$ cat src/ffba_pkg.sv
// Shared types, codes and default sizes of the flat file block allocator.
`default_nettype none

package ffba_pkg;

   // Default sizes handed to the top level parameters
   localparam int NUM_BLOCKS_DEF      = 128;
   localparam int NUM_SLOTS_DEF       = 16;
   localparam int MAX_FILE_BLOCKS_DEF = 8;

   // Payload field types
   typedef logic [1:0]  cmd_type;
   typedef logic [63:0] name_type;
   typedef logic [3:0]  count_type;
   typedef logic [2:0]  status_type;
   typedef logic [3:0]  slot_index_type;
   typedef logic [6:0]  disk_block_type;

   // Command codes
   localparam cmd_type CMD_CREATE = 2'd0;
   localparam cmd_type CMD_DELETE = 2'd1;
   localparam cmd_type CMD_XLATE  = 2'd2;

   // Status codes
   localparam status_type ST_OK        = 3'd0;
   localparam status_type ST_NO_SPACE  = 3'd1;
   localparam status_type ST_FULL      = 3'd2;
   localparam status_type ST_NOT_FOUND = 3'd3;
   localparam status_type ST_RANGE     = 3'd4;
   localparam status_type ST_TOO_LARGE = 3'd5;

endpackage

`default_nettype wire

$ cat src/ffba_if.sv
// Request and response channel interfaces of the flat file block allocator.
`default_nettype none

interface ffba_req_if;
   logic                      valid;
   logic                      ready;
   ffba_pkg::cmd_type         cmd;
   ffba_pkg::name_type        file_name;
   ffba_pkg::count_type       file_blocks;
   ffba_pkg::count_type       block_index;

   modport source (output valid, output cmd, output file_name, output file_blocks,
                   output block_index, input ready);
   modport sink   (input valid, input cmd, input file_name, input file_blocks,
                   input block_index, output ready);
endinterface

interface ffba_rsp_if;
   logic                      valid;
   logic                      ready;
   ffba_pkg::status_type      status;
   ffba_pkg::slot_index_type  slot_index;
   ffba_pkg::disk_block_type  disk_block;

   modport source (output valid, output status, output slot_index, output disk_block,
                   input ready);
   modport sink   (input valid, input status, input slot_index, input disk_block,
                   output ready);
endinterface

`default_nettype wire

$ cat src/ffba_ram.sv
// Simple dual-port RAM: one write port, one read port with registered data.
`default_nettype none

module ffba_ram #(
   parameter int DEPTH = 16,
   parameter int WIDTH = 8
) (
   input  logic                     clock,
   input  logic                     wr_en,
   input  logic [$clog2(DEPTH)-1:0] wr_addr,
   input  logic [WIDTH-1:0]         wr_data,
   input  logic                     rd_en,
   input  logic [$clog2(DEPTH)-1:0] rd_addr,
   output logic [WIDTH-1:0]         rd_data
);

   logic [WIDTH-1:0] mem [DEPTH];

   always_ff @(posedge clock) begin
      if (wr_en) begin
         mem[wr_addr] <= wr_data;
      end
   end

   // read data holds until the next read
   always_ff @(posedge clock) begin
      if (rd_en) begin
         rd_data <= mem[rd_addr];
      end
   end

endmodule

`default_nettype wire

$ cat src/ffba_ctrl.sv
// Sequencer of the allocator: slot scan, block scan and pointer walk, one step at a time.
`default_nettype none

module ffba_ctrl #(
   parameter int NUM_BLOCKS      = ffba_pkg::NUM_BLOCKS_DEF,
   parameter int NUM_SLOTS       = ffba_pkg::NUM_SLOTS_DEF,
   parameter int MAX_FILE_BLOCKS = ffba_pkg::MAX_FILE_BLOCKS_DEF
) (
   input  logic                  clock,
   input  logic                  reset,
   ffba_req_if.sink              req_if,
   ffba_rsp_if.source            rsp_if,
   // block map memory
   output logic                  bm_wr_en,
   output logic [$clog2(NUM_BLOCKS)-1:0] bm_wr_addr,
   output logic                  bm_wr_data,
   output logic                  bm_rd_en,
   output logic [$clog2(NUM_BLOCKS)-1:0] bm_rd_addr,
   input  logic                  bm_rd_data,
   // slot name and size memory
   output logic                  sl_wr_en,
   output logic [$clog2(NUM_SLOTS)-1:0] sl_wr_addr,
   output logic [67:0]           sl_wr_data,
   output logic                  sl_rd_en,
   output logic [$clog2(NUM_SLOTS)-1:0] sl_rd_addr,
   input  logic [67:0]           sl_rd_data,
   // block pointer memory
   output logic                  pt_wr_en,
   output logic [$clog2(NUM_SLOTS*MAX_FILE_BLOCKS)-1:0] pt_wr_addr,
   output logic [$clog2(NUM_BLOCKS)-1:0] pt_wr_data,
   output logic                  pt_rd_en,
   output logic [$clog2(NUM_SLOTS*MAX_FILE_BLOCKS)-1:0] pt_rd_addr,
   input  logic [$clog2(NUM_BLOCKS)-1:0] pt_rd_data
);

   import ffba_pkg::*;

   localparam int BW  = $clog2(NUM_BLOCKS);
   localparam int SW  = $clog2(NUM_SLOTS);
   localparam int PAW = $clog2(NUM_SLOTS * MAX_FILE_BLOCKS);
   localparam int FCW = $clog2(NUM_BLOCKS + 1);

   // sequencer states
   localparam logic [3:0] S_INIT     = 4'd0;
   localparam logic [3:0] S_IDLE     = 4'd1;
   localparam logic [3:0] S_SLOT_RD  = 4'd2;
   localparam logic [3:0] S_SLOT_CHK = 4'd3;
   localparam logic [3:0] S_BLK_RD   = 4'd4;
   localparam logic [3:0] S_BLK_CHK  = 4'd5;
   localparam logic [3:0] S_PTR_RD   = 4'd6;
   localparam logic [3:0] S_PTR_CHK  = 4'd7;
   localparam logic [3:0] S_FINISH   = 4'd8;

   logic [3:0]           state_ff, state_in;
   cmd_type              cmd_ff, cmd_in;
   name_type             name_ff, name_in;
   count_type            size_ff, size_in;
   count_type            bidx_ff, bidx_in;
   logic [SW-1:0]        s_ff, s_in;
   logic [BW-1:0]        b_ff, b_in;
   count_type            i_ff, i_in;
   logic [FCW-1:0]       free_ff, free_in;
   logic [NUM_SLOTS-1:0] used_ff, used_in;
   status_type           res_status_ff, res_status_in;
   slot_index_type       res_slot_ff, res_slot_in;
   disk_block_type       res_disk_ff, res_disk_in;
   logic                 rsp_valid_ff, rsp_valid_in;
   status_type           rsp_status_ff, rsp_status_in;
   slot_index_type       rsp_slot_ff, rsp_slot_in;
   disk_block_type       rsp_disk_ff, rsp_disk_in;

   logic                 req_take;
   name_type             name_q;
   count_type            size_q;
   count_type            ptr_idx;
   logic [PAW-1:0]       ptr_addr;
   logic [SW+3:0]        slot_wide;
   logic [BW+6:0]        disk_wide;
   logic                 slot_last;
   logic                 blk_last;
   logic                 size_big;
   logic                 bidx_bad;
   logic                 alloc_done;
   logic                 free_done;

   assign req_if.ready      = (state_ff == S_IDLE);
   assign req_take          = req_if.valid && req_if.ready;
   assign rsp_if.valid      = rsp_valid_ff;
   assign rsp_if.status     = rsp_status_ff;
   assign rsp_if.slot_index = rsp_slot_ff;
   assign rsp_if.disk_block = rsp_disk_ff;

   // shared address and compare terms
   assign name_q     = sl_rd_data[67:4];
   assign size_q     = sl_rd_data[3:0];
   assign ptr_idx    = (cmd_ff == CMD_XLATE) ? bidx_ff : i_ff;
   assign ptr_addr   = PAW'(s_ff) * PAW'(MAX_FILE_BLOCKS) + PAW'(ptr_idx);
   assign slot_wide  = {4'd0, s_ff};
   assign disk_wide  = {7'd0, pt_rd_data};
   assign slot_last  = (s_ff == SW'(NUM_SLOTS - 1));
   assign blk_last   = (b_ff == BW'(NUM_BLOCKS - 1));
   assign size_big   = {1'b0, size_ff} > 5'(MAX_FILE_BLOCKS);
   assign bidx_bad   = ({1'b0, bidx_ff} >= {1'b0, size_q}) ||
                       ({1'b0, bidx_ff} >= 5'(MAX_FILE_BLOCKS));
   assign alloc_done = ({1'b0, i_ff} + 5'd1) == {1'b0, size_ff};
   assign free_done  = ({1'b0, i_ff} + 5'd1) == {1'b0, size_q};

   // memory port addresses follow the scan counters
   assign bm_rd_addr = b_ff;
   assign sl_rd_addr = s_ff;
   assign sl_wr_addr = s_ff;
   assign sl_wr_data = {name_ff, size_ff};
   assign pt_rd_addr = ptr_addr;
   assign pt_wr_addr = ptr_addr;
   assign pt_wr_data = b_ff;

   // next state and datapath
   always_comb begin
      state_in      = state_ff;
      cmd_in        = cmd_ff;
      name_in       = name_ff;
      size_in       = size_ff;
      bidx_in       = bidx_ff;
      s_in          = s_ff;
      b_in          = b_ff;
      i_in          = i_ff;
      free_in       = free_ff;
      used_in       = used_ff;
      res_status_in = res_status_ff;
      res_slot_in   = res_slot_ff;
      res_disk_in   = res_disk_ff;
      rsp_valid_in  = rsp_valid_ff && !rsp_if.ready;
      rsp_status_in = rsp_status_ff;
      rsp_slot_in   = rsp_slot_ff;
      rsp_disk_in   = rsp_disk_ff;
      bm_wr_en      = 1'b0;
      bm_wr_addr    = b_ff;
      bm_wr_data    = 1'b1;
      bm_rd_en      = 1'b0;
      sl_wr_en      = 1'b0;
      sl_rd_en      = 1'b0;
      pt_wr_en      = 1'b0;
      pt_rd_en      = 1'b0;

      unique case (state_ff)
         // write the block map after reset: block 0 taken, others free
         S_INIT: begin
            bm_wr_en   = 1'b1;
            bm_wr_data = (b_ff == '0);
            b_in       = b_ff + BW'(1);
            if (blk_last) begin
               b_in     = '0;
               state_in = S_IDLE;
            end
         end
         S_IDLE: begin
            if (req_take) begin
               cmd_in      = req_if.cmd;
               name_in     = req_if.file_name;
               size_in     = req_if.file_blocks;
               bidx_in     = req_if.block_index;
               s_in        = '0;
               b_in        = '0;
               i_in        = '0;
               res_slot_in = '0;
               res_disk_in = '0;
               unique case (req_if.cmd)
                  CMD_CREATE: begin
                     if (free_ff < FCW'(req_if.file_blocks)) begin
                        res_status_in = ST_NO_SPACE;
                        state_in      = S_FINISH;
                     end else begin
                        state_in = S_SLOT_RD;
                     end
                  end
                  CMD_DELETE, CMD_XLATE: begin
                     state_in = S_SLOT_RD;
                  end
                  default: begin
                     res_status_in = ST_NOT_FOUND;
                     state_in      = S_FINISH;
                  end
               endcase
            end
         end
         S_SLOT_RD: begin
            sl_rd_en = 1'b1;
            state_in = S_SLOT_CHK;
         end
         // one slot per visit: free slot for create, name match otherwise
         S_SLOT_CHK: begin
            if (cmd_ff == CMD_CREATE) begin
               if (!used_ff[s_ff]) begin
                  if (size_big) begin
                     res_status_in = ST_TOO_LARGE;
                     state_in      = S_FINISH;
                  end else begin
                     sl_wr_en      = 1'b1;
                     used_in[s_ff] = 1'b1;
                     res_status_in = ST_OK;
                     res_slot_in   = slot_wide[3:0];
                     state_in      = (size_ff == '0) ? S_FINISH : S_BLK_RD;
                  end
               end else if (slot_last) begin
                  res_status_in = ST_FULL;
                  state_in      = S_FINISH;
               end else begin
                  s_in     = s_ff + SW'(1);
                  state_in = S_SLOT_RD;
               end
            end else begin
               if (used_ff[s_ff] && (name_q == name_ff)) begin
                  res_slot_in = slot_wide[3:0];
                  if (cmd_ff == CMD_DELETE) begin
                     if (size_q == '0) begin
                        used_in[s_ff] = 1'b0;
                        res_status_in = ST_OK;
                        state_in      = S_FINISH;
                     end else begin
                        state_in = S_PTR_RD;
                     end
                  end else if (bidx_bad) begin
                     res_status_in = ST_RANGE;
                     state_in      = S_FINISH;
                  end else begin
                     state_in = S_PTR_RD;
                  end
               end else if (slot_last) begin
                  res_status_in = ST_NOT_FOUND;
                  state_in      = S_FINISH;
               end else begin
                  s_in     = s_ff + SW'(1);
                  state_in = S_SLOT_RD;
               end
            end
         end
         S_BLK_RD: begin
            bm_rd_en = 1'b1;
            state_in = S_BLK_CHK;
         end
         // first fit: take a free block, record its pointer
         S_BLK_CHK: begin
            b_in     = b_ff + BW'(1);
            state_in = S_BLK_RD;
            if (!bm_rd_data) begin
               bm_wr_en = 1'b1;
               pt_wr_en = 1'b1;
               free_in  = free_ff - FCW'(1);
               i_in     = i_ff + 4'd1;
               if (alloc_done) begin
                  state_in = S_FINISH;
               end
            end
            if (blk_last) begin
               state_in = S_FINISH;
            end
         end
         S_PTR_RD: begin
            pt_rd_en = 1'b1;
            state_in = S_PTR_CHK;
         end
         // translate returns the pointer, delete frees it
         S_PTR_CHK: begin
            if (cmd_ff == CMD_XLATE) begin
               res_status_in = ST_OK;
               res_disk_in   = disk_wide[6:0];
               state_in      = S_FINISH;
            end else begin
               if (pt_rd_data != '0) begin
                  bm_wr_en   = 1'b1;
                  bm_wr_addr = pt_rd_data;
                  bm_wr_data = 1'b0;
                  free_in    = free_ff + FCW'(1);
               end
               i_in = i_ff + 4'd1;
               if (free_done) begin
                  used_in[s_ff] = 1'b0;
                  res_status_in = ST_OK;
                  state_in      = S_FINISH;
               end else begin
                  state_in = S_PTR_RD;
               end
            end
         end
         // move the result into the output register once it is free
         S_FINISH: begin
            if (!rsp_valid_ff || rsp_if.ready) begin
               rsp_valid_in  = 1'b1;
               rsp_status_in = res_status_ff;
               rsp_slot_in   = res_slot_ff;
               rsp_disk_in   = res_disk_ff;
               state_in      = S_IDLE;
            end
         end
         default: begin
            state_in = S_IDLE;
         end
      endcase
   end

   // control registers
   always_ff @(posedge clock) begin
      if (reset) begin
         state_ff     <= S_INIT;
         b_ff         <= '0;
         free_ff      <= FCW'(NUM_BLOCKS - 1);
         used_ff      <= '0;
         rsp_valid_ff <= 1'b0;
      end else begin
         state_ff     <= state_in;
         b_ff         <= b_in;
         free_ff      <= free_in;
         used_ff      <= used_in;
         rsp_valid_ff <= rsp_valid_in;
      end
   end

   // payload registers
   always_ff @(posedge clock) begin
      cmd_ff        <= cmd_in;
      name_ff       <= name_in;
      size_ff       <= size_in;
      bidx_ff       <= bidx_in;
      s_ff          <= s_in;
      i_ff          <= i_in;
      res_status_ff <= res_status_in;
      res_slot_ff   <= res_slot_in;
      res_disk_ff   <= res_disk_in;
      rsp_status_ff <= rsp_status_in;
      rsp_slot_ff   <= rsp_slot_in;
      rsp_disk_ff   <= rsp_disk_in;
   end

endmodule

`default_nettype wire

$ cat src/flat_file_block_allocator.sv
// Top level of the flat file block allocator: sequencer and its three memories.
//
//   channel  direction  handshake      payload
//   req_if   in         valid / ready  cmd, file_name, file_blocks, block_index
//   rsp_if   out        valid / ready  status, slot_index, disk_block
//
// One item at a time; every step of the sequencer is a memory read then a check.
// Per item the sequencer reads and checks each slot visited, then each block map entry
// visited (create) or each pointer of the file (delete); translate adds the pointer read.
// After reset every block map entry is written before req_if.ready rises.
// A finished result waits in the output register; the next item is taken meanwhile.
`default_nettype none

module flat_file_block_allocator #(
   parameter int NUM_BLOCKS      = ffba_pkg::NUM_BLOCKS_DEF,
   parameter int NUM_SLOTS       = ffba_pkg::NUM_SLOTS_DEF,
   parameter int MAX_FILE_BLOCKS = ffba_pkg::MAX_FILE_BLOCKS_DEF
) (
   input  logic       clock,
   input  logic       reset,
   ffba_req_if.sink   req_if,
   ffba_rsp_if.source rsp_if
);

   import ffba_pkg::*;

   localparam int BW  = $clog2(NUM_BLOCKS);
   localparam int SW  = $clog2(NUM_SLOTS);
   localparam int PAW = $clog2(NUM_SLOTS * MAX_FILE_BLOCKS);

   logic           bm_wr_en, bm_wr_data, bm_rd_en, bm_rd_data;
   logic [BW-1:0]  bm_wr_addr, bm_rd_addr;
   logic           sl_wr_en, sl_rd_en;
   logic [SW-1:0]  sl_wr_addr, sl_rd_addr;
   logic [67:0]    sl_wr_data, sl_rd_data;
   logic           pt_wr_en, pt_rd_en;
   logic [PAW-1:0] pt_wr_addr, pt_rd_addr;
   logic [BW-1:0]  pt_wr_data, pt_rd_data;

   // sequencer
   ffba_ctrl #(
      .NUM_BLOCKS      (NUM_BLOCKS),
      .NUM_SLOTS       (NUM_SLOTS),
      .MAX_FILE_BLOCKS (MAX_FILE_BLOCKS)
   ) u_ctrl (
      .clock      (clock),
      .reset      (reset),
      .req_if     (req_if),
      .rsp_if     (rsp_if),
      .bm_wr_en   (bm_wr_en),
      .bm_wr_addr (bm_wr_addr),
      .bm_wr_data (bm_wr_data),
      .bm_rd_en   (bm_rd_en),
      .bm_rd_addr (bm_rd_addr),
      .bm_rd_data (bm_rd_data),
      .sl_wr_en   (sl_wr_en),
      .sl_wr_addr (sl_wr_addr),
      .sl_wr_data (sl_wr_data),
      .sl_rd_en   (sl_rd_en),
      .sl_rd_addr (sl_rd_addr),
      .sl_rd_data (sl_rd_data),
      .pt_wr_en   (pt_wr_en),
      .pt_wr_addr (pt_wr_addr),
      .pt_wr_data (pt_wr_data),
      .pt_rd_en   (pt_rd_en),
      .pt_rd_addr (pt_rd_addr),
      .pt_rd_data (pt_rd_data)
   );

   // block in-use map, one bit per block
   ffba_ram #(
      .DEPTH (NUM_BLOCKS),
      .WIDTH (1)
   ) u_block_map (
      .clock   (clock),
      .wr_en   (bm_wr_en),
      .wr_addr (bm_wr_addr),
      .wr_data (bm_wr_data),
      .rd_en   (bm_rd_en),
      .rd_addr (bm_rd_addr),
      .rd_data (bm_rd_data)
   );

   // slot name and size
   ffba_ram #(
      .DEPTH (NUM_SLOTS),
      .WIDTH (68)
   ) u_slot_mem (
      .clock   (clock),
      .wr_en   (sl_wr_en),
      .wr_addr (sl_wr_addr),
      .wr_data (sl_wr_data),
      .rd_en   (sl_rd_en),
      .rd_addr (sl_rd_addr),
      .rd_data (sl_rd_data)
   );

   // block pointers, MAX_FILE_BLOCKS per slot
   ffba_ram #(
      .DEPTH (NUM_SLOTS * MAX_FILE_BLOCKS),
      .WIDTH (BW)
   ) u_ptr_mem (
      .clock   (clock),
      .wr_en   (pt_wr_en),
      .wr_addr (pt_wr_addr),
      .wr_data (pt_wr_data),
      .rd_en   (pt_rd_en),
      .rd_addr (pt_rd_addr),
      .rd_data (pt_rd_data)
   );

endmodule

`default_nettype wire

$ cat src/flat_wrapper.sv
// flat-port wrapper written by rule: the top's interface ports become plain ports
module flat_file_block_allocator_flat import ffba_pkg::*;
#(
   parameter int NUM_BLOCKS      = ffba_pkg::NUM_BLOCKS_DEF,
   parameter int NUM_SLOTS       = ffba_pkg::NUM_SLOTS_DEF,
   parameter int MAX_FILE_BLOCKS = ffba_pkg::MAX_FILE_BLOCKS_DEF
)
  (clock, reset, req_if_valid, req_if_cmd, req_if_file_name, req_if_file_blocks, req_if_block_index, req_if_ready, rsp_if_valid, rsp_if_status, rsp_if_slot_index, rsp_if_disk_block, rsp_if_ready);
  ffba_req_if req_if_i ();
  ffba_rsp_if rsp_if_i ();
  input  logic clock;
  input  logic reset;
  input wire logic [$bits(req_if_i.valid)-1:0] req_if_valid;
  input wire logic [$bits(req_if_i.cmd)-1:0] req_if_cmd;
  input wire logic [$bits(req_if_i.file_name)-1:0] req_if_file_name;
  input wire logic [$bits(req_if_i.file_blocks)-1:0] req_if_file_blocks;
  input wire logic [$bits(req_if_i.block_index)-1:0] req_if_block_index;
  output wire logic [$bits(req_if_i.ready)-1:0] req_if_ready;
  output wire logic [$bits(rsp_if_i.valid)-1:0] rsp_if_valid;
  output wire logic [$bits(rsp_if_i.status)-1:0] rsp_if_status;
  output wire logic [$bits(rsp_if_i.slot_index)-1:0] rsp_if_slot_index;
  output wire logic [$bits(rsp_if_i.disk_block)-1:0] rsp_if_disk_block;
  input wire logic [$bits(rsp_if_i.ready)-1:0] rsp_if_ready;
  assign req_if_i.valid = req_if_valid;
  assign req_if_i.cmd = req_if_cmd;
  assign req_if_i.file_name = req_if_file_name;
  assign req_if_i.file_blocks = req_if_file_blocks;
  assign req_if_i.block_index = req_if_block_index;
  assign req_if_ready = req_if_i.ready;
  assign rsp_if_valid = rsp_if_i.valid;
  assign rsp_if_status = rsp_if_i.status;
  assign rsp_if_slot_index = rsp_if_i.slot_index;
  assign rsp_if_disk_block = rsp_if_i.disk_block;
  assign rsp_if_i.ready = rsp_if_ready;
  flat_file_block_allocator #(.NUM_BLOCKS(NUM_BLOCKS), .NUM_SLOTS(NUM_SLOTS), .MAX_FILE_BLOCKS(MAX_FILE_BLOCKS)) u_core (.clock(clock), .reset(reset), .req_if(req_if_i), .rsp_if(rsp_if_i));
endmodule
$ cat config.mk
export PLATFORM = sky130hd
export DESIGN_NAME = flat_file_block_allocator_flat
export DESIGN_NICKNAME = d
export VERILOG_FILES = /design/src/ffba_pkg.sv /design/src/ffba_if.sv /design/src/ffba_ram.sv /design/src/ffba_ctrl.sv /design/src/flat_file_block_allocator.sv /design/src/flat_wrapper.sv
export SDC_FILE = /design/constraint.sdc
export NUM_CORES = 2
export LEC_CHECK = 0
export ABC_AREA = 1
export BUFFER_PORTS_ARGS = -buffer_cell sky130_fd_sc_hd__clkbuf_2
export CAP_MARGIN = 20
export CORE_UTILIZATION = 48
export DETAILED_ROUTE_END_ITERATION = 10
export PLACE_DENSITY_LB_ADDON = 0.05
export SLEW_MARGIN = 0
export SYNTH_ARGS = -nofsm -noshare
export SYNTH_HDL_FRONTEND = slang
export SYNTH_SLANG_ARGS = --single-unit
$ cat constraint.sdc
create_clock -name clock -period 13.95 [get_ports clock]
set_input_delay 2.0925 -clock clock [delete_from_list [all_inputs] [get_ports clock]]
set_output_delay 2.0925 -clock clock [all_outputs]
set_load 0.01 [all_outputs]
======== After elaboration in Yosys (flattened, before gate mapping) ========
Memories as Yosys holds them, arrays and structs flattened. A register that Yosys moved wholly into a read port is not among the register bits.
Cells that the tools add are included.
storage, ports and cells
  input bits .............................. 78
  register bits ........................... 146
  RAM bits ................................ 2,112
  logic and storage cells ................. 207
  output and inout port bits .............. 16
  memories ................................ 3
operators by class
  bitwise gates (word level) .............. 3
  $add $sub $neg .......................... 7
  eq/ne operators ......................... 39
  reduce and logical (&&, ||, !) cells .... 34
  magnitude comparators ................... 6
  multiplexer cells ....................... 98
memories
  memory                  depth  bits a word  rd ports  clocked after Yosys merged registers in  wr ports  RTL line        source
  u_core.u_slot_mem.mem   16     68           1         1                                        1         ffba_ram.sv:17  logic [WIDTH-1:0] mem [DEPTH];
  u_core.u_ptr_mem.mem    128    7            1         1                                        1         ffba_ram.sv:17
  u_core.u_block_map.mem  128    1            1         1                                        1         ffba_ram.sv:17
operator list
  kind                  count
  $mux W16              8
  $mux W4               30
  $eq A64 B64 Y1        1
  $mux W7               6
  $mux W3               13
  $pmux W4 S9           1
  $pmux W16 S2          1
  $ne A3 B3 Y1 const B  9
  $mux W8               3
  $pmux W4 S2           3
  $mux W1               23
  $pmux W7 S3           1
  $and A16 B16 Y16      1
  $eq A4 B3 Y1 const B  4
  $ne A2 B2 Y1 const B  8
  $not A16 Y16          1
  $or A16 B16 Y16       1
  $pmux W8 S2           1
  $pmux W7 S2           1
  $logic_not A4 Y1      3
  $pmux W4 S3           1
  $reduce_and A4 Y1     3
  $eq A5 B4 Y1          2
  $ne A5 B5 Y1 const B  2
  40 further kinds      60

======== Logic depth before layout (Yosys ltp) ========
  depth in word-level cells ............... 11
  gate-level depth with buffers ........... 20
  gate-level depth less buffers ........... 18

======== By module ========
From an unflattened synthesis, not the netlist that was laid out.
second synthesis, totals
  cells, all modules ...................... 9,251
  area total of the unflattened synthesis .. 99,819.5 um2
modules (own cells, without submodules)
  module                          cells an instance  area each (um2)  times used  seq. area each (um2)
  ffba_ram at u_core.u_slot_mem   4,472              48,514.0         1           34,713.3
  ffba_ram at u_core.u_ptr_mem    3,152              37,161.9         1           27,116.0
  ffba_ctrl                       1,007              8,206.6          1           4,023.9
  ffba_ram at u_core.u_block_map  620                5,936.9          1           3,873.7

======== Worst setup path after synthesis ========
No wires, ideal clock.
  kind .................................... register to register
  start ................................... register u_core.u_ctrl.b_ff[0], in the netlist u_core.u_ctrl.bm_rd_addr[0]
  end ..................................... memory u_core.u_block_map.mem[0] (data pin)
  stages on the path, launching flop included .. 7
  arrival time ............................ 9.363 ns
  setup time .............................. 1.589 ns
  path buffers ............................ 2
  period minus slack after synthesis ...... 10.952 ns
  required time ........................... 12.361 ns
  setup slack ............................. 2.998 ns
  cells stage by stage .................... dfxtp_1 inv_1 clkbuf_1 clkbuf_1 ha_1 nand4_1 o41ai_1
between the ends
  word-level cells in the longest chain between the ends .. 2
RTL lines
  element                 RTL line                         source
  from (decl)             ffba_ctrl.sv:60                  logic [BW-1:0] b_ff, b_in;
  from (signal assigned)  ffba_ctrl.sv:311                 b_ff <= b_in;
  $logic_not A7 Y1        ffba_ctrl.sv:149                 bm_wr_data = (b_ff == '0);
  $pmux W1 S2             ffba_ctrl.sv:145                 unique case (state_ff)
  via u_core.bm_wr_data   flat_file_block_allocator.sv:31  logic bm_wr_en, bm_wr_data, bm_rd_en, bm_rd_data;
  to (decl)               ffba_ram.sv:17
The timed path passes the listed nets, and every way through them passes these cells.

======== Worst setup path in the final report ========
  start ................................... register u_core.u_ctrl.s_ff[0], in the netlist u_core.u_ctrl.sl_rd_addr[0]
  end ..................................... memory u_core.u_slot_mem.mem[7][53] (enable)
between the ends
  word-level cells in the longest chain between the ends .. 7
RTL lines
  element                        RTL line          source
  from (decl)                    ffba_ctrl.sv:59   logic [SW-1:0] s_ff, s_in;
  from (signal assigned)         ffba_ctrl.sv:324  s_ff <= s_in;
  $bmux W1 S4                    ffba_ctrl.sv:193  if (!used_ff[s_ff]) begin
  $mux W1 (implied by the code)  ffba_ctrl.sv:193
  $mux W1                        ffba_ctrl.sv:193
  $mux W1                        ffba_ctrl.sv:192  if (cmd_ff == CMD_CREATE) begin
  $mux W1                        ffba_ctrl.sv:145
  $mux W1                        ffba_ram.sv:20    if (wr_en) begin
  $mux W1 (implied by the code)  ffba_ram.sv:21    mem[wr_addr] <= wr_data;
  to (decl)                      ffba_ram.sv:17
Parallel ways exist; a longest one is shown, timed or not. The select of a mux whose other input is x is not followed.

==> metrics.yaml <==
clock_sinks: 2334
powerDensity_mw_per_mm2: 136.5
netlist_instances: 6832
gp_congestion: 0.8603
clock_skew_ns: 0.03495
dpl_worst_slack_ns: 9.118
fp-row-count: 159
dpl.cell_count: 9159
io_buffers: 93
hold_path.class: "register to register"
status: "finished, final reports clean"
drive_gt1_share_pct: 8.416
core_mm2: 0.1882
critPathMaxFanout: 93
r2r_end: "u_core.u_slot_mem.mem[7][53]"
die_width_um: 437.9
cp-end-kind: "register"
drt_iter0_markers: 5608
hold_end: "u_core.u_ctrl.rsp_if.disk_block[5]"
fin_nets: 7005
initial_core_util_pct: 48.45
synth-seq-area-share_pct: 76.47
fin_crit_ns: 4.864
vdd_drop_max_uv: 121.7
intPower_mw: 11.10
post-cts-setup-buffers: 0
required_ns: 14.42
totalPowerFinal_mw: 13.86
drt_pass1_iterations: 6
die_h_um: 437.9
gr-usage-all-layers_pct: 25.77
path_class: "register to register"
ctsResizeCount: 0
ys_ff_latch: 2334
synth_top_cell_by_area: "edfxtp_1"
die-area_mm2: 0.1917
syn_avg_cell_area_um2: 13.35
rsz0062_at_grt: "false"
viasPerCell: 5.814
layout_setup_ws_ns: 9.086
p_leak_nw: 33.92
ys_async_sr_fraction_pct: 0
cp-start-kind: "register"
cts_buffers: 234
syn2layout_area_growth_pct: 11.36
rr_worst_depth: 13
r2r-start: "u_core.u_ctrl.sl_rd_addr[0]"
power.share.sequential_pct: 55.2
yosysUniqueCellTypes: 57
grt_pass1_vias: 54310
instances_no_fill: 9590
syn_nets: 6935
period_share_pct: 34.87
antenna_left: 0
setup_viol: 0
p_comb_share_pct: 1.0
dr_total_vias: 55760
fin_util_pct: 53.95
grt_max_degree: 193
grt_pass1_wl_mm: 367.1
place_hpwl_mm: 137.0
fmax_mhz: 205.6
wirelength_mm: 248.8
cts-htree-levels: 4
yosys_warnings: 0
sw_frac_of_total_pct: 19.92
hp-start: "u_core.u_ctrl.res_disk_ff[5]"
synth.top_cells.by_area: "edfxtp_1 76%, nor2_1 4.6%, nand2_1 3.8%"
synth_area_mm2: 0.09119
io_pins: 94
hold_viol_final: 0
clockBufferDepth: 3
antenna_found_initial: 2
grt_overflow: 0
drv_slew: 0
synth_edf_count: 2298
crit_arrival_ns: 5.33
tns_ns: 0
wl_per_cell_um: 25.95
tightest_slew_ns: 1.102
maxSlewHeadroom_pct: 26.52
root_buffer: "clkbuf_16"
hold_depth: 0
synthFlopType: "edfxtp_1"
clk_pin_slew_ns: 0.06
cts_tree: "built"
reg2reg_slack_ns: 9.09
clkLatencyLatePin_ns: 0.87
postCtsHoldBufs: 0
synth_top_area_share_pct: 75.68
p_sw_mw: 2.761
fill_cells: 15780
drv_cap: 0
clock_power_share_pct: 43.8
drcViolationCount: 0
==> power groups by stage <==
stage                     Clock [mW]  Combinational [mW]  Sequential, mW
after floorplan                    0              0.0602            7.82
after global placement             0               0.136            7.80
after detailed placement           0               0.137            7.80
after CTS                       6.16               0.137            7.65
after global routing            6.42               0.151            7.65
final                           6.07               0.138            7.65
==> routing by layer <==
layer  track usage, %  up-vias  routed length, um
li1                 -    25260                  -
met5                0        -                  0
met3            3.789      402              15090
met2            41.65     1877             118200
met4            8.499        0               7807
met1            35.99    28220             107700
==> layout by cell type (no fill, tap or decap), types with 6 or more instances in the layout <==
cell and count:
a21oi_1 86, a22oi_1 293, and2_0 7, buf_4 97, bufinv_16 18, clkbuf_1 53, clkbuf_16 237, clkbuf_2 93
clkinv_1 65, clkinv_2 42, dfxtp_1 29, dfxtp_4 7, edfxtp_1 2298, ha_1 24, inv_1 254, inv_2 7
inv_4 10, inv_6 7, nand2_1 931, nand2_2 11, nand3_1 85, nand3_2 8, nand4_1 180, nor2_1 1108
nor2_2 7, nor2_4 7, nor3_1 11, nor3_2 13, o2111ai_1 6, o211ai_1 13, o21a_1 11, o21ai_0 651
o21ai_1 8, o221ai_1 12, o22ai_1 294, o2bb2ai_1 12, xor2_1 37
==> kinds of logic (layout without fill, tap and decap cells) <==
kind of cell | count (synthesis) | count (layout) | synth area share, %
simple gates | 2387 | 2387 | 10.69
flops | 2334 | 2334 | 76.47
compound gates | 1408 | 1408 | 9.214
buf+inv | 637 | 899 | 2.868
xor+xnor | 41 | 41 | 0.4144
fa+ha+maj | 25 | 25 | 0.3513
other cells | 0 | 1 | 0
==> through the flow <==
| step | hold WS (ns) | instance area, um2 |
|---|---|---|
| final | 0.4117 | 101500 |
| after global routing | 0.4260 | 101500 |
| after CTS | 0.4192 | 101500 |
| after detailed placement | 0.4063 | 94190 |
| after global placement | 0.4056 | 94190 |
| after floorplan | 0.4003 | 91190 |
==> layout make-up <==
cell class / instances / area [um2] / area share, %
well taps: 2495 / 3122 / 3.074
diodes: 1 / 2.502 / 0.002464
repair buffers: 195 / 1281 / 1.262
flip-flops and latches: 2334 / 69750 / 68.69
multi-input cells: 3861 / 18980 / 18.69
clock buffers: 290 / 6130 / 6.037
clock inverters: 138 / 1191 / 1.173
inverters: 276 / 1081 / 1.065
==> flip-flops by register name (all words and copies together) (netlist names), 7 cells and up, named ones only <==
signal / cells
u_core.u_block_map.mem: 128
u_core.u_ctrl.bm_rd_addr: 7
u_core.u_ctrl.free_ff: 8
u_core.u_ctrl.name_ff: 64
u_core.u_ctrl.res_disk_ff: 7
u_core.u_ctrl.rsp_if.disk_block: 7
u_core.u_ptr_mem.mem: 896
u_core.u_ptr_mem.rd_data: 7
u_core.u_slot_mem.mem: 1088
u_core.u_slot_mem.rd_data: 68
==> critical path: stages (launching register included) <==
cell	delay, ns
edfxtp_1	0.49
buf_4	0.81
o21ai_0	0.23
nand2_1	0.11
nand2_1	0.07
nand2_1	0.06
nand2_1	0.06
inv_1	0.08
nand2_1	0.14
nor2_1	0.16
nand2_1	0.48
nor3_2	0.53
buf_4	0.42
buf_4	0.69
==> Yosys cell counts, drive strengths merged, types with 2 or more instances <==
cell / n
a211oi: 2
a21boi: 7
a21oi: 87
a22oi: 293
a31oi: 2
and2: 8
buf: 118
clkbuf: 243
clkinv: 3
dfxtp: 36
edfxtp: 2298
ha: 24
inv: 273
nand2: 943
nand3: 95
nand3b: 3
nand4: 182
nor2: 1122
nor3: 24
nor4: 5
o2111ai: 6
o211ai: 13
o21a: 12
o21ai: 663
o221ai: 12
o22ai: 294
o2bb2ai: 12
or2: 3
xnor2: 4
xor2: 37
==> worst max path at each step <==
stage                                            from                            end  cells past startpoint
after global routing      u_core.u_ctrl.sl_rd_addr[0]   u_core.u_slot_mem.mem[7][53]                     13
after floorplan           u_core.u_ctrl.bm_rd_addr[0]      u_core.u_block_map.mem[0]                      6
after detailed placement  u_core.u_ctrl.sl_rd_addr[0]  u_core.u_slot_mem.mem[15][54]                     12
after global placement    u_core.u_ctrl.sl_rd_addr[0]  u_core.u_slot_mem.mem[15][54]                     12
final                     u_core.u_ctrl.sl_rd_addr[0]   u_core.u_slot_mem.mem[7][53]                     13
after CTS                 u_core.u_ctrl.sl_rd_addr[0]   u_core.u_slot_mem.mem[7][52]                     13
Power figures use the tool's default switching activity.
